## config.mk

```make
export PLATFORM = sky130hd
export DESIGN_NAME = pnc_ctrl
export DESIGN_NICKNAME = d
export VERILOG_FILES = /design/src/rtl/assert_macros.svh /design/src/rtl/pnc_pkg.sv /design/src/rtl/pnc_ctrl.sv
export SDC_FILE = /design/constraint.sdc
export NUM_CORES = 1
export LEC_CHECK = 0
export BUFFER_PORTS_ARGS = -buffer_cell sky130_fd_sc_hd__buf_2
export CORE_AREA = 2 2 39 41
export CTS_CLUSTER_DIAMETER = 200
export DETAILED_ROUTE_END_ITERATION = 7
export DIE_AREA = 0 0 41 43
export PLACE_DENSITY_LB_ADDON = 0.15
export RECOVER_POWER = 25
export SLEW_MARGIN = 15
export SYNTH_ARGS = -nofsm -noshare
export SYNTH_HDL_FRONTEND = slang
export SYNTH_SLANG_ARGS = --single-unit
```

## constraint.sdc

```tcl
create_clock -name clk -period 1.09 [get_ports clk]
set_clock_uncertainty 0.2 [all_clocks]
set_input_delay 0.218 -clock clk [delete_from_list [all_inputs] [get_ports clk]]
set_output_delay 0.218 -clock clk [all_outputs]
set_load 0.03 [all_outputs]
```

## src/rtl/assert_macros.svh

```systemverilog
// assertion helpers for the palette block
`ifndef ASSERT_MACROS_SVH
`define ASSERT_MACROS_SVH

// same-cycle implication
`define ASSERT_IMP(label, clk, rst_n, ante, cons) \
	label: assert property (@(posedge clk) disable iff (!rst_n) (ante) |-> (cons)) \
		else $error("assertion failed");

// next-cycle implication
`define ASSERT_NEXT(label, clk, rst_n, ante, cons) \
	label: assert property (@(posedge clk) disable iff (!rst_n) (ante) |=> (cons)) \
		else $error("assertion failed");

`endif

```

## src/rtl/pnc_pkg.sv

```systemverilog
package pnc_pkg;

	localparam int PAL_ENTRIES = 256;
	localparam int PAL_AW = (PAL_ENTRIES > 1) ? $clog2(PAL_ENTRIES) : 1;
	localparam int DIST_W = 18;
	localparam logic [DIST_W-1:0] START_DIST = DIST_W'(256 * 256 * 3);

	localparam logic REQ_WRITE = 1'b0;
	localparam logic REQ_QUANT = 1'b1;

	typedef struct packed {
		logic start;
		logic write;
		logic issue;
		logic load_out;
	} pnc_cmd_t;

	typedef struct packed {
		logic addr_last;
		logic pipe_busy;
		logic out_full;
	} pnc_sts_t;

endpackage

```

## src/rtl/pnc_ctrl.sv

```systemverilog
module pnc_ctrl (
	input  logic              clk,
	input  logic              arst_n,
	input  logic              s_tvalid,
	output logic              s_tready,
	input  logic              s_tuser,
	input  logic              m_tready,
	input  pnc_pkg::pnc_sts_t sts,
	output pnc_pkg::pnc_cmd_t cmd
);

	localparam logic [1:0] ST_IDLE  = 2'd0;
	localparam logic [1:0] ST_SCAN  = 2'd1;
	localparam logic [1:0] ST_DRAIN = 2'd2;

	logic [1:0] state_q;
	logic [1:0] state_d;
	logic       accept;

	assign s_tready = (state_q == ST_IDLE);
	assign accept   = s_tvalid && s_tready;

	always_comb begin
		state_d      = state_q;
		cmd.start    = 1'b0;
		cmd.write    = 1'b0;
		cmd.issue    = 1'b0;
		cmd.load_out = 1'b0;
		unique case (state_q)
			ST_IDLE: begin
				if (accept) begin
					if (s_tuser == pnc_pkg::REQ_QUANT) begin
						cmd.start = 1'b1;
						state_d   = ST_SCAN;
					end else begin
						cmd.write = 1'b1;
					end
				end
			end
			ST_SCAN: begin
				cmd.issue = 1'b1;
				if (sts.addr_last) begin
					state_d = ST_DRAIN;
				end
			end
			ST_DRAIN: begin
				if (!sts.pipe_busy && (!sts.out_full || m_tready)) begin
					cmd.load_out = 1'b1;
					state_d      = ST_IDLE;
				end
			end
			default: begin
				state_d = ST_IDLE;
			end
		endcase
	end

	always_ff @(posedge clk or negedge arst_n) begin
		if (!arst_n) begin
			state_q <= ST_IDLE;
		end else begin
			state_q <= state_d;
		end
	end

endmodule

```

==> results_dict.tcl <==
set metrics [dict create \
    clock-sinks 2 \
    setup_ws_ns -0.453 \
    cp_cell_sequence "nor4b_4, buf_6" \
    synth-edff-count 0 \
    holdPathEnd "state_q[1]" \
    status "complete, but fails checks" \
    yosys_warnings 0 \
    diodes 0 \
    final-seq-area_sq_um 52.6 \
    tns_ns -2.34 \
    hold-path-cell-count 3 \
    setup_viol 7 \
    wirelength_um 453 \
    r2r_end "state_q[0]" \
    r2r_start "state_q[0]" \
    p_leak_nw 0.159 \
    place_congestion 0.639 \
    nets 45 \
    ant_nets 0 \
    ios 13 \
    synth_seq_area_share_pct 37.0 \
    critical_path_buf_inv_count 1 \
    die_area_sq_um 1760 \
    power.density_nw_per_um2 1710 \
    peakVddDrop_mv 0.446 \
    grt_pass1_wl_um 710 \
    grt_usage_pct 6.92 \
    place_hpwl_um 329 \
    die_y_um 43 \
    cts-root-buf "clkbuf_4" \
    startpoint_type "flip-flop" \
    synth_nets 24 \
    worstHoldPathType "input port to flip-flop" \
    timing.final.crit_share_pct 142 \
    synth_fa_ha_area_share_pct 0 \
    max_slew_margin_pct 83.9 \
    largest_reg_flops 2 \
    fmax_mhz 648 \
    die_w_um 41 \
    synthTopCellsByCount "nand2_1 (3), nor2_1 (3), dfrtp_1 (2), o21ai_0 (2)" \
    clock_latency_ns 0.23 \
    critPathRequiredTime_ns 0.67 \
    clockBufferDepth 2 \
    multi_input_area_sq_um 116 \
    crit_arrival_ns 1.12 \
    fp.coreArea_sq_um 1380 \
    fp-row-count 14 \
    start_util_pct 9.76 \
    ys_types 10 \
    avgSynthCellArea_sq_um 8.45 \
    wire_per_inst_um 8.71 \
    critPathLaunch "state_q[0]" \
    r2r_slack_ns -0.24 \
    yosys.area_share.simple_pct 38.9 \
    worstHoldStart "sts[2]" \
    worst_hold_slack_ns 0.0199 \
    worstSetupEndpointType "output port" \
    critPathTopFamily "flip-flops" \
    rsz0062_at_grt "true" \
    cts-buffers-inserted 3 \
    firstDrtPassIters 4 \
    synth.mux.area_fraction_pct 11.1 \
    cp_max_fo 5 \
    hold_viol 0 \
    total_power_w 0.000592 \
    cts_tree "done" \
    synthTopCellsByArea "dfrtp_1 (37%), mux2_4 (11%), nand2_1 (8.3%), nor2_1 (8.3%), o21ai_0 (7.4%)" \
    grt_overflow_total 0 \
    synth.cell_area_sq_um 135 \
    critPathKind "flip-flop to output port" \
    synth_top_area_share_pct 37.0 \
    drcViolationCount 0 \
    synth_top_flop_cell "dfrtp_1" \
    netlist_instances 16 \
    yosysTopAreaCell "dfrtp_1" \
    antenna_found_initial 0 \
    synth-seq-cells 2 \
    io_buffers 12 \
    via_per_inst 3.44 \
    synth_compound_area_share_pct 7.41 \
    synth_xor_area_share_pct 0 \
    path_clk_slew_ns 0.04 \
    min_period_ns 1.54 \
    reg_top3 "state_q x2" \
    drive_gt1_share_pct 75.0 \
    slowest_stage "dfrtp_2" \
    grt_max_degree 6 \
    n_fill_cell 151 \
    synth_top_family_by_area "simple AND/OR/NAND/NOR gates" \
    htree_levels 1 \
    crit_path_max_incr_delay_ns 0.45 \
    violations "negative setup slack" \
    finalMaxSlewViolations 0 \
    route.vias.total 179 \
    reg2reg_depth 4 \
    tightest_slew_ns 0.242 \
    drt_iter0_drc 2 \
    first_global_vias 194 \
    maxCapViolations 0 \
    area_delta_synth_final_pct 156 \
    synthArstFlopShare_pct 100 \
    top_register "state_q" \
]
cell type report:
class / instances / area share (%)
timing repair buffer: 17 / 37.7
sequential: 2 / 15.2
multi-input combinational: 13 / 33.7
clock buffer: 4 / 7.61
tap: 16 / 5.80
cells by family after synthesis:
family / after synthesis
AO/OA/AOI/OAI: 2
buffers and inverters: 1
flip-flops: 2
multiplexers: 1
AND/OR/NAND/NOR: 10
power by group:
| group | leakage, nW | internal [W] | switching (W) |
|---|---|---|---|
| Clock | 0.0150 | 0.000136 | 0.0000499 |
| Combinational | 0.120 | 0.000150 | 0.000132 |
| Sequential | 0.0233 | 0.0000928 | 0.0000301 |
| Total | 0.159 | 0.000379 | 0.000212 |
placed cells by master, fill, tap and decap left out, drive strengths merged:
cell type	count
nor2	3
o21ai	2
nor2b	1
and3	1
clkbuf	5
mux2	1
dfrtp	2
dlygate4sd3	1
buf	15
nor4b	1
and2b	1
nand2	3
worst min-delay path, stage by stage:
cell and delay (ns):
buf_2 0.09, nand2_1 0.04, o21ai_0 0.05
repair_timing:
item                                   in CTS  in global routing
gates resized for setup                    11                  1
hold buffers                                1                  0
endpoints found under the hold margin       2                  0
buffers inserted                            2                  1
setup endpoints to repair                   7                  7
pin swaps                                   3                  1
worst max-delay path by stage:
stage	endpoint	slack [ns]	cells after the start
finish	cmd[0]	-0.45	2
global route	cmd[0]	-0.50	2
CTS	cmd[0]	-0.47	2
detailed placement	cmd[3]	-0.27	3
global placement	cmd[0]	-0.27	2
floorplan	cmd[2]	-0.30	3
metal layers:
| layer | share of wire [%] | GRT usage, % | routed length (um) |
|---|---|---|---|
| met1 | 42 | 8.65 | 191 |
| met2 | 44 | 6.56 | 200 |
| met3 | 6.4 | 0 | 29 |
| met4 | 6.8 | 14.0 | 31 |
| met5 | 0 | 0 | 0 |
metrics by stage:
stage | util, % | instance area [sq um] | cells | worst slack (ns)
CTS | 24.2 | 335 | 51 | -0.468
global route | 25.0 | 345 | 52 | -0.499
global placement | 18.3 | 253 | 44 | -0.269
floorplan | - | 176 | 16 | -0.295
finish | 25.0 | 345 | 52 | -0.453
detailed placement | 18.3 | 253 | 44 | -0.268
Power figures use the tool's default switching activity.
